**src/sv/cpr_pkg.sv**
```systemverilog
// Shared constants, types and helpers of the clock page replacement block.
`default_nettype none

package cpr_pkg;

    localparam int FRAMES    = 8;
    localparam int PAGE_BITS = 16;

    // frame index width and a count width that holds FRAMES and any 4-bit register value
    localparam int FIDX_W = (FRAMES > 1) ? $clog2(FRAMES) : 1;
    localparam int CNT_W  = $clog2(((FRAMES > 15) ? FRAMES : 15) + 1);
    localparam int CFG_W  = 4;
    localparam int HIT_W  = 32;

    typedef enum logic [1:0] {
        ST_IDLE,
        ST_LOOK,
        ST_SWEEP,
        ST_EMIT
    } state_t;

    typedef struct packed {
        logic look;   // search cycle: first matching cell sets its ref bit
        logic fix;    // miss seen: pull a stray hand back to frame 0
        logic sweep;  // hand step: clear a set bit or load the page
    } cell_ctrl_t;

    // result frame field is 3 bits wide whatever the index width
    function automatic logic [2:0] frame_field(input logic [FIDX_W-1:0] idx);
        logic [FIDX_W+2:0] wide;
        wide = {3'b000, idx};
        return wide[2:0];
    endfunction

endpackage

`default_nettype wire

```
**src/sv/cpr_cell.sv**
```systemverilog
// One page frame of the clock: page tag, valid and reference bits, and its share of the hand.
`default_nettype none

module cpr_cell (
    input  wire logic                          aclk,
    input  wire logic                          aresetn,
    input  wire logic                          first,
    input  wire logic                          active,
    input  wire logic                          last,
    input  wire logic [cpr_pkg::PAGE_BITS-1:0] page_i,
    input  wire cpr_pkg::cell_ctrl_t           ctrl,
    input  wire logic                          hit_in,
    output logic                               hit_out,
    output logic                               sel,
    input  wire logic                          tok_in,
    output logic                               tok_out,
    output logic                               tok,
    output logic                               refb
);

    logic [cpr_pkg::PAGE_BITS-1:0] page_reg;
    logic                          valid_reg, valid_next;
    logic                          refb_reg, refb_next;
    logic                          tok_reg, tok_next;
    logic                          load;
    logic                          match;

    assign match   = valid_reg && active && (page_reg == page_i);
    assign hit_out = hit_in | match;
    assign sel     = match & ~hit_in;
    // hand moves to the neighbor; the last active frame hands back to frame 0 via the top
    assign tok_out = ctrl.sweep & tok_reg & ~last;
    assign tok     = tok_reg;
    assign refb    = refb_reg;

    always_comb begin
        valid_next = valid_reg;
        refb_next  = refb_reg;
        tok_next   = tok_reg;
        load       = 1'b0;
        if (ctrl.look && sel) begin
            refb_next = 1'b1;
        end
        if (ctrl.fix) begin
            tok_next = (tok_reg & active) | tok_in;
        end
        if (ctrl.sweep) begin
            tok_next = tok_in;
            if (tok_reg) begin
                if (refb_reg) begin
                    refb_next = 1'b0;
                end else begin
                    load       = 1'b1;
                    valid_next = 1'b1;
                    refb_next  = 1'b1;
                end
            end
        end
    end

    always_ff @(posedge aclk) begin
        if (!aresetn) begin
            valid_reg <= 1'b0;
            refb_reg  <= 1'b0;
            tok_reg   <= first;
        end else begin
            valid_reg <= valid_next;
            refb_reg  <= refb_next;
            tok_reg   <= tok_next;
        end
    end

    always_ff @(posedge aclk) begin
        if (load) begin
            page_reg <= page_i;
        end
    end

endmodule

`default_nettype wire

```
**src/sv/clock_page_replacement_top.sv**
```systemverilog
// Top level of the clock (second-chance) page replacement block.
// Usage:
//   s_valid/s_ready/s_page carry one page reference per item. m_valid/m_ready
//   carry one result item per reference: hit flag, frame now holding the page,
//   and the saturating hit and fault counts including this reference.
//   cfg_valid/cfg_ready/cfg_data write frames_in_use; write it only while idle.
// Timing:
//   The block handles one item at a time. A hit passes through search, emit
//   and idle before the next accept. A miss adds one hand step per frame
//   the hand visits: one for each set reference bit the hand clears, at
//   most the managed frame count, and one that loads the page. The hand is a
//   one-hot token stepped down the row of frame cells, one cell per cycle.
// Reset:
//   aresetn (synchronous, active low) empties all frames, clears reference
//   bits, puts the hand on frame 0, zeroes both counters and sets
//   frames_in_use to 8. No clearing pass is needed.
// Stall:
//   A result waits in the output register while m_ready is low; the block
//   holds the next finished item until that register frees.
`default_nettype none

module clock_page_replacement_top (
    input  wire logic                            aclk,
    input  wire logic                            aresetn,
    input  wire logic                            s_valid,
    output logic                                 s_ready,
    input  wire logic [cpr_pkg::PAGE_BITS-1:0]   s_page,
    output logic                                 m_valid,
    input  wire logic                            m_ready,
    output logic                                 m_hit,
    output logic [2:0]                           m_frame,
    output logic [cpr_pkg::HIT_W-1:0]            m_hit_count,
    output logic [cpr_pkg::HIT_W-1:0]            m_fault_count,
    input  wire logic                            cfg_valid,
    output logic                                 cfg_ready,
    input  wire logic [cpr_pkg::CFG_W-1:0]       cfg_data
);

    localparam int N = cpr_pkg::FRAMES;

    cpr_pkg::state_t                 state_reg, state_next;
    logic [cpr_pkg::CFG_W-1:0]       fiu_reg;
    logic [cpr_pkg::PAGE_BITS-1:0]   page_reg;
    logic [cpr_pkg::HIT_W-1:0]       hits_reg, hits_next;
    logic [cpr_pkg::HIT_W-1:0]       faults_reg, faults_next;
    logic                            pend_hit_reg, pend_hit_next;
    logic [cpr_pkg::FIDX_W-1:0]      pend_frame_reg, pend_frame_next;
    logic                            m_valid_reg, m_valid_next;
    logic                            m_hit_reg;
    logic [2:0]                      m_frame_reg;
    logic [cpr_pkg::HIT_W-1:0]       m_hit_count_reg;
    logic [cpr_pkg::HIT_W-1:0]       m_fault_count_reg;
    logic                            emit;

    cpr_pkg::cell_ctrl_t             ctrl;
    logic [cpr_pkg::CNT_W-1:0]       n_act;
    logic [N-1:0]                    active, last, hit_in, hit_out, sel;
    logic [N-1:0]                    tok_in, tok_out, tok, refb;
    logic                            any_hit, stray, wrapped, cur_ref;
    logic [cpr_pkg::FIDX_W-1:0]      sel_idx, tok_idx;

    // effective frame count: zero acts as one, oversize clamps to FRAMES
    always_comb begin
        n_act = cpr_pkg::CNT_W'(fiu_reg);
        if (n_act == '0) begin
            n_act = cpr_pkg::CNT_W'(1);
        end else if (n_act > cpr_pkg::CNT_W'(N)) begin
            n_act = cpr_pkg::CNT_W'(N);
        end
    end

    // row of frame cells; hit priority ripples from frame 0 upward
    for (genvar i = 0; i < N; i++) begin : g_cell
        assign active[i] = cpr_pkg::CNT_W'(i) < n_act;
        assign last[i]   = cpr_pkg::CNT_W'(i + 1) == n_act;
        if (i == 0) begin : g_head
            assign hit_in[i] = 1'b0;
            assign tok_in[i] = ctrl.fix ? stray : (ctrl.sweep & wrapped);
        end else begin : g_body
            assign hit_in[i] = hit_out[i-1];
            assign tok_in[i] = tok_out[i-1];
        end

        cpr_cell u_cell (
            .aclk    (aclk),
            .aresetn (aresetn),
            .first   (i == 0),
            .active  (active[i]),
            .last    (last[i]),
            .page_i  (page_reg),
            .ctrl    (ctrl),
            .hit_in  (hit_in[i]),
            .hit_out (hit_out[i]),
            .sel     (sel[i]),
            .tok_in  (tok_in[i]),
            .tok_out (tok_out[i]),
            .tok     (tok[i]),
            .refb    (refb[i])
        );
    end

    assign any_hit = hit_out[N-1];
    assign stray   = |(tok & ~active);   // hand left beyond a shrunk frame count
    assign wrapped = |(tok & last);      // hand leaves the last active frame
    assign cur_ref = |(tok & refb);      // reference bit under the hand

    // one-hot to index for the matching frame and the hand
    always_comb begin
        sel_idx = '0;
        tok_idx = '0;
        for (int i = 0; i < N; i++) begin
            if (sel[i]) begin
                sel_idx = sel_idx | cpr_pkg::FIDX_W'(i);
            end
            if (tok[i]) begin
                tok_idx = tok_idx | cpr_pkg::FIDX_W'(i);
            end
        end
    end

    assign emit = (state_reg == cpr_pkg::ST_EMIT) && (!m_valid_reg || m_ready);

    // sequencer: idle, search, hand sweep, emit
    always_comb begin
        state_next      = state_reg;
        ctrl            = '0;
        s_ready         = 1'b0;
        hits_next       = hits_reg;
        faults_next     = faults_reg;
        pend_hit_next   = pend_hit_reg;
        pend_frame_next = pend_frame_reg;
        unique case (state_reg)
            cpr_pkg::ST_IDLE: begin
                s_ready = 1'b1;
                if (s_valid) begin
                    state_next = cpr_pkg::ST_LOOK;
                end
            end
            cpr_pkg::ST_LOOK: begin
                ctrl.look = 1'b1;
                if (any_hit) begin
                    pend_hit_next   = 1'b1;
                    pend_frame_next = sel_idx;
                    if (hits_reg != '1) begin
                        hits_next = hits_reg + 1'b1;
                    end
                    state_next = cpr_pkg::ST_EMIT;
                end else begin
                    ctrl.fix   = 1'b1;
                    state_next = cpr_pkg::ST_SWEEP;
                end
            end
            cpr_pkg::ST_SWEEP: begin
                ctrl.sweep = 1'b1;
                if (!cur_ref) begin
                    pend_hit_next   = 1'b0;
                    pend_frame_next = tok_idx;
                    if (faults_reg != '1) begin
                        faults_next = faults_reg + 1'b1;
                    end
                    state_next = cpr_pkg::ST_EMIT;
                end
            end
            cpr_pkg::ST_EMIT: begin
                if (emit) begin
                    state_next = cpr_pkg::ST_IDLE;
                end
            end
            default: begin
                state_next = cpr_pkg::ST_IDLE;
            end
        endcase
    end

    always_comb begin
        m_valid_next = m_valid_reg;
        if (emit) begin
            m_valid_next = 1'b1;
        end else if (m_ready) begin
            m_valid_next = 1'b0;
        end
    end

    always_ff @(posedge aclk) begin
        if (!aresetn) begin
            state_reg   <= cpr_pkg::ST_IDLE;
            fiu_reg     <= cpr_pkg::CFG_W'(8);
            hits_reg    <= '0;
            faults_reg  <= '0;
            m_valid_reg <= 1'b0;
        end else begin
            state_reg   <= state_next;
            hits_reg    <= hits_next;
            faults_reg  <= faults_next;
            m_valid_reg <= m_valid_next;
            if (cfg_valid) begin
                fiu_reg <= cfg_data;
            end
        end
    end

    // payload registers
    always_ff @(posedge aclk) begin
        pend_hit_reg   <= pend_hit_next;
        pend_frame_reg <= pend_frame_next;
        if (s_valid && s_ready) begin
            page_reg <= s_page;
        end
        if (emit) begin
            m_hit_reg         <= pend_hit_reg;
            m_frame_reg       <= cpr_pkg::frame_field(pend_frame_reg);
            m_hit_count_reg   <= hits_reg;
            m_fault_count_reg <= faults_reg;
        end
    end

    assign cfg_ready     = 1'b1;
    assign m_valid       = m_valid_reg;
    assign m_hit         = m_hit_reg;
    assign m_frame       = m_frame_reg;
    assign m_hit_count   = m_hit_count_reg;
    assign m_fault_count = m_fault_count_reg;

`ifndef ASSERT_OFF
    // the hand is always exactly one frame
    a_hand_onehot: assert property (@(posedge aclk) disable iff (!aresetn)
        $onehot(tok))
        else $error("clock hand is not one-hot");

    // during a sweep the hand sits inside the managed frames
    a_hand_active: assert property (@(posedge aclk) disable iff (!aresetn)
        (state_reg == cpr_pkg::ST_SWEEP) |-> (|(tok & active)))
        else $error("clock hand outside active frames during sweep");

    // a reported hit has been counted
    a_hit_counted: assert property (@(posedge aclk) disable iff (!aresetn)
        (m_valid && m_hit) |-> (m_hit_count != '0))
        else $error("hit reported with zero hit count");
`endif

endmodule

`default_nettype wire
```
**config.mk**
```make
export PLATFORM = sky130hd
export DESIGN_NAME = clock_page_replacement_top
export DESIGN_NICKNAME = d
export VERILOG_FILES = /design/src/sv/cpr_pkg.sv /design/src/sv/cpr_cell.sv /design/src/sv/clock_page_replacement_top.sv
export SDC_FILE = /design/constraint.sdc
export NUM_CORES = 1
export LEC_CHECK = 0
export BUFFER_PORTS_ARGS = -buffer_cell sky130_fd_sc_hd__buf_2
export CAP_MARGIN = 40
export CELL_PAD_IN_SITES_DETAIL_PLACEMENT = 2
export CELL_PAD_IN_SITES_GLOBAL_PLACEMENT = 2
export CORE_MARGIN = 1.5
export CORE_UTILIZATION = 41
export CTS_CLUSTER_DIAMETER = 30
export CTS_CLUSTER_SIZE = 30
export DETAILED_ROUTE_END_ITERATION = 8
export GPL_ROUTABILITY_DRIVEN = 0
export PLACE_DENSITY_LB_ADDON = 0.1
export RECOVER_POWER = 50
export SYNTH_ARGS = -nofsm -noshare
export SYNTH_HDL_FRONTEND = slang
export SYNTH_SLANG_ARGS = --single-unit
export TNS_END_PERCENT = 100
```
**constraint.sdc**
```tcl
create_clock -name aclk -period 4.6 [get_ports aclk]
set_input_delay 0.46 -clock aclk [delete_from_list [all_inputs] [get_ports aclk]]
set_output_delay 0.46 -clock aclk [all_outputs]
set_load 0.005 [all_outputs]
```
==> results of run 1 <==
==> synthesized netlist by cell type (10+ instances only) <==
master    number  area [sq um]
a21oi_1       50         250.2
and2_1        12         75.07
and3_1        14         87.58
buf_2         16         80.08
clkbuf_1      25         93.84
dfxtp_1       95          1902
edfxtp_1     216          6486
inv_1         16         60.06
nand2_1       62         232.7
nand3_1       38         190.2
nand4_1       38         237.7
nor2_1        82         307.8
nor3_1        20         100.1
nor4_1        14         87.58
o21ai_0       33         165.2
o31ai_1       11         82.58
or3_1         27         168.9
or4_1         10         75.07
xnor2_1       98         858.3
xor2_1        54         473.0
==> layer usage <==
metal / track usage (%) / part of all wire, % / up-vias
li1: - / - / 4062
met2: 41.14 / 51 / 224
met5: 0 / 0 / -
met4: 11.23 / 3.8 / 0
met1: 28.35 / 42 / 4452
met3: 4.498 / 3.8 / 101
==> kinds of logic (layout without fill, tap and decap cells) <==
kind of cell | Yosys count | count (layout) | synth area share (%)
flops | 311 | 311 | 65.45
simple gates | 343 | 343 | 13.88
other cells | 1 | 1 | 0.02926
compound gates | 140 | 140 | 6.844
xor+xnor | 152 | 152 | 10.39
mux | 6 | 6 | 0.4686
buf+inv | 66 | 268 | 2.353
fa+ha+maj | 6 | 6 | 0.5858
==> critical path, stage by stage, from the launching register on <==
cell and delay (ns):
edfxtp_1 0.31, clkbuf_1 0.83, xor2_1 0.16, nor4_1 0.57
nand4_1 0.36, nand4_1 0.23, o21ai_2 0.08, buf_4 0.29
or4_1 0.53, a21oi_1 0.17
==> path summary, 6_finish.rpt <==
path	endpoint	start	slack, ns
max reg2reg	hits_reg[9]	page_reg[1]	0.97
min	page_reg[8]	s_page[8]	0.06
max	hits_reg[9]	page_reg[1]	0.97
min reg2reg	m_hit	pend_hit_reg	0.42
==> through the flow <==
step / area, sq um / total power [mW] / setup slack, ns / util, %
2_1_floorplan: 12820 / 4.106 / 0.5014 / -
3_3_place_gp: 13710 / 4.444 / 1.086 / 44.72
3_5_place_dp: 13750 / 4.514 / 1.014 / 44.85
4_1_cts: 16410 / 10.16 / 1.069 / 53.51
5_1_grt: 16320 / 10.36 / 0.6984 / 53.21
6_report: 16320 / 10.01 / 0.9687 / 53.21
==> final cells by class <==
class / count / area, sq um
Clock buffer: 95 / 2023
Clock inverter: 38 / 634.4
Fill cell: 2928 / 14350
Inverter: 17 / 63.81
Multi-Input combinational cell: 648 / 4139
Sequential cell: 311 / 8388
Tap cell: 396 / 495.5
Timing Repair Buffer: 118 / 576.8
==> power groups by stage <==
| stage | registers, mW | logic (mW) | clock network [mW] |
|---|---|---|---|
| after CTS | 3.57 | 0.929 | 5.67 |
| final | 3.56 | 0.884 | 5.57 |
| after global placement | 3.59 | 0.856 | 0 |
| after global routing | 3.59 | 0.972 | 5.79 |
| after floorplan | 3.46 | 0.643 | 0 |
| after detailed placement | 3.61 | 0.906 | 0 |
==> placed cells by master (no fill, tap or decap), drive strengths merged, types with 14 or more instances in the layout <==
master,count
edfxtp,216
clkbuf,133
xnor2,98
dfxtp,95
nor2,82
buf,80
nand2,62
xor2,54
a21oi,50
nand4,39
nand3,38
o21ai,35
or3,27
nor3,20
clkinv,19
inv,18
nor4,15
and3,14
bufinv,14
==> results.yml, run 1 <==
setup_path:
  cp.arrival_ns: 4.12
  ff2ff_path_depth: 9
  cp.required_ns: 5.09
  cp_max_fo: 48
  end_kind: "register"
  crit_type: "reg2reg"
  worstSetupStartpointType: "register"
clocking:
  clk_latency_ns: 0.58
  cts.clk_slew.worst_paths_ns: 0.05
  cts_tree: "done"
  cts_max_path_buffers: 3
  hold_buffers: 0
  cts_buffers: 74
  htreeDepth: 3
  clkSinkCount: 311
  cts_root_buf: "clkbuf_16"
  cts_setup_buffers: 0
  cts_resized: 0
grt:
  globalRouteTotalUtil_pct: 23.71
  antenna_found_initial: 0
  globalRouteOverflowTotal: 0
  grt_max_degree: 69
  grt_pass1_wl_um: 59010
  grt_pass1_vias: 9930
final_layout:
  largest_register_ffs: 128
  nets: 1201
  final_cells: 1623
  antenna_cells: 0
  area_growth_pct: 27.35
  final_layout_size_suffix_gt1_share_pct: 17.28
place:
  dp_cells: 1490
  io_buffer_count: 94
  hpwl_um: 22280
synthesis:
  yosys_warnings: 0
  synth_seq_cells: 311
  synth_area_sq_um: 12820
  synth_ff_type: "edfxtp_1"
  synthesis.nets: 1056
  async_reset_ff_share_pct: 0
  yosysSeqAreaShare_pct: 65.45
  synth_cell_types: 62
  synth_cells: 1025
  synth_edf_count: 216
  syn_area_per_cell_sq_um: 12.50
power_and_ir_drop:
  combPwrFrac_pct: 8.8
  clockPowerShare_pct: 55.6
  internal_power_mw: 7.521
  p_leak_nw: 5.574
  p_per_area_nw_per_um2: 613.6
  vdd_ir_drop_max_uv: 343.1
  switching_share_pct: 24.90
  switching_power_mw: 2.493
  pwr-share-seq_pct: 35.5
timing:
  period_share_pct: 78.94
  min_period_ns: 3.631
  clock.fmax_mhz: 275.4
  final_max_slew_viol_count: 40
  skew_ns: 0.01690
  tns_ns: 0
  finalHoldViolations: 0
  worst_pin_slew_ns: 2.183
  setup_viol: 0
  rsz0062_at_grt: "no"
  fin_hold_ws_ns: 0.05579
  slew_headroom_pct: -45.54
route:
  vias: 8839
  drt_first_pass_iters: 4
  drt_iter0_drc: 401
  drc: 0
  postRouteAntennaNets: 0
  wl_per_cell_um: 23.09
  routed_wl_um: 37480
  drt-vias-per-instance: 5.446
hold_path:
  holdPathStages: 1
  min_path_type: "in2reg"
die:
  die-area_sq_um: 32330
  ioPinCount: 96
  start_util_pct: 41.79
  die_y_um: 179.8
  chipWidth_um: 179.8
  rows: 64
  coreArea_sq_um: 30670
outcome:
  violations: "max-capacitance violations, max-slew violations"
  status: "finished with violations"
job:
  maxCapViolations: 1
Note: power is estimated with default switching activity, not from simulation.
==> inputs of run 2 (changes only) <==
==> constraint.sdc (replaced) <==
create_clock -name aclk -period 3.5 [get_ports aclk]
set_input_delay 0.35 -clock aclk [delete_from_list [all_inputs] [get_ports aclk]]
set_output_delay 0.35 -clock aclk [all_outputs]
set_load 0.005 [all_outputs]
==> run 2 against run 1 <==
  * The flow now finishes without violations
  * Routed wire length grew 2.5%
  * Via count increased by 2.1%
  * Die area stayed put
  * Core utilization up 0.34 points
  * Combinational power is 60% higher
  * First-iteration DRC count grew 6.0%
  * Total power is 24% higher
  * Clock skew up 0.017 ns
  * Critical path type unchanged
==> results.yml, run 2 (synthesis gave the netlist of run 1 again) <==
die:
  chipWidth_um: 179.8
  die-area_sq_um: 32330
  rows: 64
  start_util_pct: 41.79
  coreArea_sq_um: 30670
  die_y_um: 179.8
  ioPinCount: 96
timing:
  min_period_ns: 3.334
  slew_headroom_pct: 31.35
  setup_viol: 0
  period_share_pct: 95.24
  clock.fmax_mhz: 300.0
  worst_pin_slew_ns: 1.030
  tns_ns: 0
  final_max_slew_viol_count: 0
  fin_hold_ws_ns: 0.01870
  finalHoldViolations: 0
  rsz0062_at_grt: "no"
  skew_ns: 0.03374
power_and_ir_drop:
  fin_total_pwr_mw: 12.44
  switching_share_pct: 26.29
  combPwrFrac_pct: 11.3
  p_per_area_nw_per_um2: 757.3
  clockPowerShare_pct: 51.8
  p_leak_nw: 5.621
  switching_power_mw: 3.270
  internal_power_mw: 9.169
  pwr-share-seq_pct: 36.8
  vdd_ir_drop_max_uv: 546.7
final_layout:
  fin_util_pct: 53.56
  nFillCells: 2894
  antenna_cells: 0
  final_layout_size_suffix_gt1_share_pct: 17.74
  largest_register_ffs: 128
  nets: 1247
  mostFrequentLayoutCells: "216 x edfxtp_1, 98 x xnor2_1, 95 x dfxtp_1"
  layout_commonest_cell: "edfxtp_1"
  area_growth_pct: 28.17
  final_cells: 1670
setup_path:
  crit_type: "reg2reg"
  worstSetupStartpointType: "register"
  r2r-end: "hits_reg[14]"
  end_kind: "register"
  cp_max_fo: 17
  ff2ff_path_depth: 9
  cp.arrival_ns: 3.81
  reg2reg_slack_ns: 0.17
  rr_startpoint: "page_reg[6]"
  cp.required_ns: 3.98
clocking:
  cts_tree: "done"
  cts.clk_slew.worst_paths_ns: 0.05
  cts_buffers: 71
  clkSinkCount: 311
  htreeDepth: 3
  clk_latency_ns: 0.56
  cts_root_buf: "clkbuf_16"
  cts_max_path_buffers: 3
place:
  io_buffer_count: 94
  hpwl_um: 23600
  dp_cells: 1515
route:
  routed_wl_um: 38420
  drt_iter0_drc: 425
  drt-vias-per-instance: 5.404
  vias: 9024
  wl_per_cell_um: 23.00
  drc: 0
  postRouteAntennaNets: 0
  drt_first_pass_iters: 4
hold_path:
  min_path_type: "in2reg"
  hold_end: "fiu_reg[3]"
  hold_path.startpoint: "cfg_data[3]"
  holdPathStages: 3
grt:
  grt_pass1_vias: 10160
  globalRouteTotalUtil_pct: 23.98
  antenna_found_initial: 0
  globalRouteOverflowTotal: 0
  grt_pass1_wl_um: 60100
  grt_max_degree: 69
job:
  maxCapViolations: 0
outcome:
  status: "completed"
## run 2: cell types whose count changed in the layout (fill, tap and decap cells not counted), moves of 2 or more
cell	delta
clkinv_8	-2
clkbuf_8	-4
clkinv_1	+7
clkinvlp_4	+3
buf_2	-12
clkinv_2	+12
bufinv_16	-7
buf_4	+25
dlygate4sd3_1	+16
clkbuf_16	-4
inv_6	+2
buf_12	+3
clkinv_4	-6
clkbuf_1	+14
## run 2: critical path, cell delays in order (launching register included)
cell and delay, ns:
edfxtp_1 0.60, xor2_1 0.24, nor4_1 0.38, nand4_1 0.23
or4_1 0.56, nand4_1 0.17, o21ai_2 0.26, buf_4 0.28
or3_1 0.35, a21oi_1 0.18
## run 2: through the flow
stage          cell area (sq um)  setup WS, ns
2_1_floorplan              12820        0.7082
3_3_place_gp               13920        0.2395
3_5_place_dp               13940       0.09663
4_1_cts                    16440       0.02423
5_1_grt                    16430      0.004487
6_report                   16430        0.1665
## run 2: worst max path at each step
stage,startpoint,to,slack (ns),depth (start not counted)
floorplan,state_reg[1],m_fault_count[0],0.71,2
global placement,page_reg[6],hits_reg[17],0.24,9
detailed placement,page_reg[6],hits_reg[21],0.1,9
CTS,page_reg[6],hits_reg[14],0.02,9
global route,page_reg[15],hits_reg[14],0.004,10
finish,page_reg[6],hits_reg[14],0.17,9
## run 2: area by class of cell
type / instances / area [sq um] / share of cell area [%]
repair buffers: 167 / 988.4 / 6.018
clock buffers: 83 / 1853 / 11.28
well taps: 396 / 495.5 / 3.016
flip-flops and latches: 311 / 8388 / 51.07
multi-input cells: 648 / 4151 / 25.27
inverters: 17 / 63.81 / 0.3885
clock inverters: 48 / 485.5 / 2.956
## run 2: layer usage
metal	track usage [%]	routed length, um
met1	28.91	15770
met2	42.32	19830
met3	4.214	1515
met4	9.800	1301
met5	0	0
## run 2: power by group through the flow
stage               logic, mW  registers, mW  clock network (mW)
floorplan               0.845           4.54                   0
global route             1.54           4.61                6.73
CTS                      1.42           4.61                6.54
detailed placement       1.36           4.66                   0
global placement         1.29           4.64                   0
finish                   1.41           4.58                6.45
## run 2: what timing repair did
action | CTS | global route
resized for setup | 0 | 2
setup buffers | 0 | 8
endpoints found under the setup margin | 0 | 18
hold endpoints to repair | 16 | 0
hold buffers | 16 | 0
==> inputs of run 3 (changes only) <==
--- a/config.mk
+++ b/config.mk
@@ -5,12 +5,13 @@
 export SDC_FILE = /design/constraint.sdc
 export NUM_CORES = 1
 export LEC_CHECK = 0
+export ABC_AREA = 1
 export BUFFER_PORTS_ARGS = -buffer_cell sky130_fd_sc_hd__buf_2
 export CAP_MARGIN = 40
 export CELL_PAD_IN_SITES_DETAIL_PLACEMENT = 2
 export CELL_PAD_IN_SITES_GLOBAL_PLACEMENT = 2
 export CORE_MARGIN = 1.5
-export CORE_UTILIZATION = 41
+export CORE_UTILIZATION = 38
 export CTS_CLUSTER_DIAMETER = 30
 export CTS_CLUSTER_SIZE = 30
 export DETAILED_ROUTE_END_ITERATION = 8
==> run 3 against run 2 <==
  * The flow now finishes with violations (max-capacitance violations, max-slew violations)
  * Cell area increased by 19%
  * Cell count increased by 57%
  * First-iteration DRC count increased by 65%
  * Combinational power increased by 90%
  * Critical path type unchanged
  * Largest power group unchanged
==> results.yml, run 3 <==
die:
  rows: 74
  coreArea_sq_um: 40740
  ioPinCount: 96
  die-area_sq_um: 42480
  start_util_pct: 38.47
  die_y_um: 206.1
  chipWidth_um: 206.1
final_layout:
  layout_commonest_cell: "nand2_1"
  mostFrequentLayoutCells: "486 x nand2_1, 251 x nor2_1, 216 x edfxtp_1"
  regArea_sq_um: 8388
  final_layout_size_suffix_gt1_share_pct: 11.22
  nets: 2070
  stdcell_area_sq_um: 19590
  multi_input_area_sq_um: 6182
  largest_register_ffs: 128
  area_growth_pct: 24.96
  antenna_cells: 0
  nFillCells: 4522
  fin_util_pct: 48.08
grt:
  globalRouteTotalUtil_pct: 30.09
  grt_max_degree: 52
  grt_pass1_vias: 16420
  antenna_found_initial: 0
  globalRouteOverflowTotal: 0
  grt_pass1_wl_um: 96150
route:
  wl_per_cell_um: 23.88
  drt_first_pass_iters: 5
  postRouteAntennaNets: 0
  drt-vias-per-instance: 5.486
  drc: 0
  vias: 14410
  routed_wl_um: 62750
  drt_iter0_drc: 703
synthesis:
  yosys_warnings: 0
  synth.most_common_cell: "nand2_1"
  synth_edf_count: 216
  syn_area_per_cell_sq_um: 8.404
  synth_area_leaders: "edfxtp_1 41%, dfxtp_1 12%, nand2_1 12%"
  async_reset_ff_share_pct: 0
  synth.largest_area_cell: "edfxtp_1"
  synth_area_sq_um: 15670
  synth_top_area_share_pct: 41.38
  synth_ff_type: "edfxtp_1"
  synth_seq_cells: 311
  synth_cell_types: 50
  yosysSeqAreaShare_pct: 53.52
  synthesis.nets: 1896
  synth_commonest_cells: "486 x nand2_1, 252 x nor2_1, 216 x edfxtp_1"
  synth_cells: 1865
clocking:
  clkSinkCount: 311
  clk_latency_ns: 0.60
  cts_setup_buffers: 0
  cts_root_buf: "clkbuf_16"
  cts_tree: "done"
  cts_max_path_buffers: 3
  cts.clk_slew.worst_paths_ns: 0.05
  htreeDepth: 3
  cts_buffers: 76
job:
  maxCapViolations: 1
setup_path:
  end_kind: "register"
  crit_cells: 15
  ff2ff_path_depth: 15
  r2r-end: "hits_reg[26]"
  reg2reg_slack_ns: 0.28
  path_delay_family: "simple AND/OR/NAND/NOR gates"
  endpoint: "hits_reg[26]"
  cp_max_fo: 14
  cp.arrival_ns: 3.72
  cp.buffers_inverters: 3
  crit_start: "page_reg[5]"
  rr_startpoint: "page_reg[5]"
  cp.required_ns: 4.00
  worst_path_max_delay_cell: "or2_2"
  critPathMaxStageDelay_ns: 0.44
  crit_type: "reg2reg"
  worstSetupStartpointType: "register"
  path_cells: "buf_4 -> clkinvlp_4 -> or2_2 -> nand2_1 -> nor2_1 -> nand2_1 -> nor2_1 -> nand3_1 -> nand4_1 -> nor2_1 -> nand4_2 -> nand3_1 -> buf_4 -> nand2_1 -> a21oi_1"
hold_path:
  hold_path.startpoint: "cfg_valid"
  min_path_type: "in2reg"
timing:
  fin_hold_ws_ns: 0.04050
  worst_pin_slew_ns: 2.227
  period_share_pct: 91.96
  slew_headroom_pct: -48.50
  min_period_ns: 3.219
  skew_ns: 0.03289
  rsz0062_at_grt: "no"
  setup_viol: 0
  clock.fmax_mhz: 310.7
  finalHoldViolations: 0
  tns_ns: 0
  final_max_slew_viol_count: 18
outcome:
  status: "finished with violations"
  violations: "max-capacitance violations, max-slew violations"
power_and_ir_drop:
  fin_total_pwr_mw: 14.94
  p_per_area_nw_per_um2: 762.9
  vdd_ir_drop_max_uv: 425.8
  p_leak_nw: 7.777
place:
  io_buffer_count: 94
  dpl_cell_area_sq_um: 16820
  hpwl_um: 41350
## run 3: changes by cell type after synthesis, moves of 47 or more
| cell | before | now |
|---|---|---|
| nand2_1 | 62 | 486 |
| nor2_1 | 82 | 252 |
| xnor2_1 | 98 | 29 |
| inv_1 | 16 | 214 |
| nand4_1 | 38 | 118 |
| nor3_1 | 20 | 67 |
## run 3: stage by stage
stage | worst slack [ns] | instances
final | 0.2813 | 2627
after global routing | 0.07752 | 2627
after CTS | 0.1957 | 2627
after detailed placement | 0.3807 | 2477
after global placement | 0.5026 | 2477
after floorplan | 0.6447 | 1865
## run 3: power by group
group	internal [mW]	switching, mW
sequential	4.49	0.258
clock	5.20	2.30
combinational	0.677	2.01
total	10.4	4.57
## run 3: timing repair
item,CTS,global route
gates resized for setup,0,2
hold buffers,16,0
endpoints found under the hold margin,16,0
setup endpoints to repair,0,2
## run 3: worst min-delay path by stage
stage	endpoint	cells past startpoint
3_5_place_dp	g_cell[2].u_cell.page_reg[12]	0
6_report	fiu_reg[3]	2
4_1_cts	fiu_reg[1]	3
3_3_place_gp	g_cell[2].u_cell.page_reg[12]	0
5_1_grt	fiu_reg[3]	2
2_1_floorplan	m_frame[0]	0
## run 3: layer usage
layer / GRT usage [%] / routed length (um)
met3: 4.336 / 2417
met2: 55.27 / 32530
met4: 13.33 / 2331
met1: 34.45 / 25460
met5: 0 / 0
## run 3: cells by family (layout without fill, tap and decap cells)
| group | after synthesis | after routing | synth area share (%) |
|---|---|---|---|
| AO/OA/AOI/OAI | 154 | 154 | 5.500 |
| XOR/XNOR | 66 | 66 | 3.688 |
| adder cells (fa/ha/maj) | 6 | 6 | 0.4790 |
| buffers and inverters | 272 | 502 | 7.089 |
| flip-flops | 311 | 311 | 53.52 |
| other | 1 | 1 | 0.02393 |
| AND/OR/NAND/NOR | 1055 | 1055 | 29.70 |
## run 3: area by class of cell
class	count	area share, %
flip-flops and latches	311	42.83
inverters	224	4.312
clock buffers	87	10.25
multi-input cells	1282	31.56
clock inverters	47	3.437
well taps	532	3.398
repair buffers	144	4.216
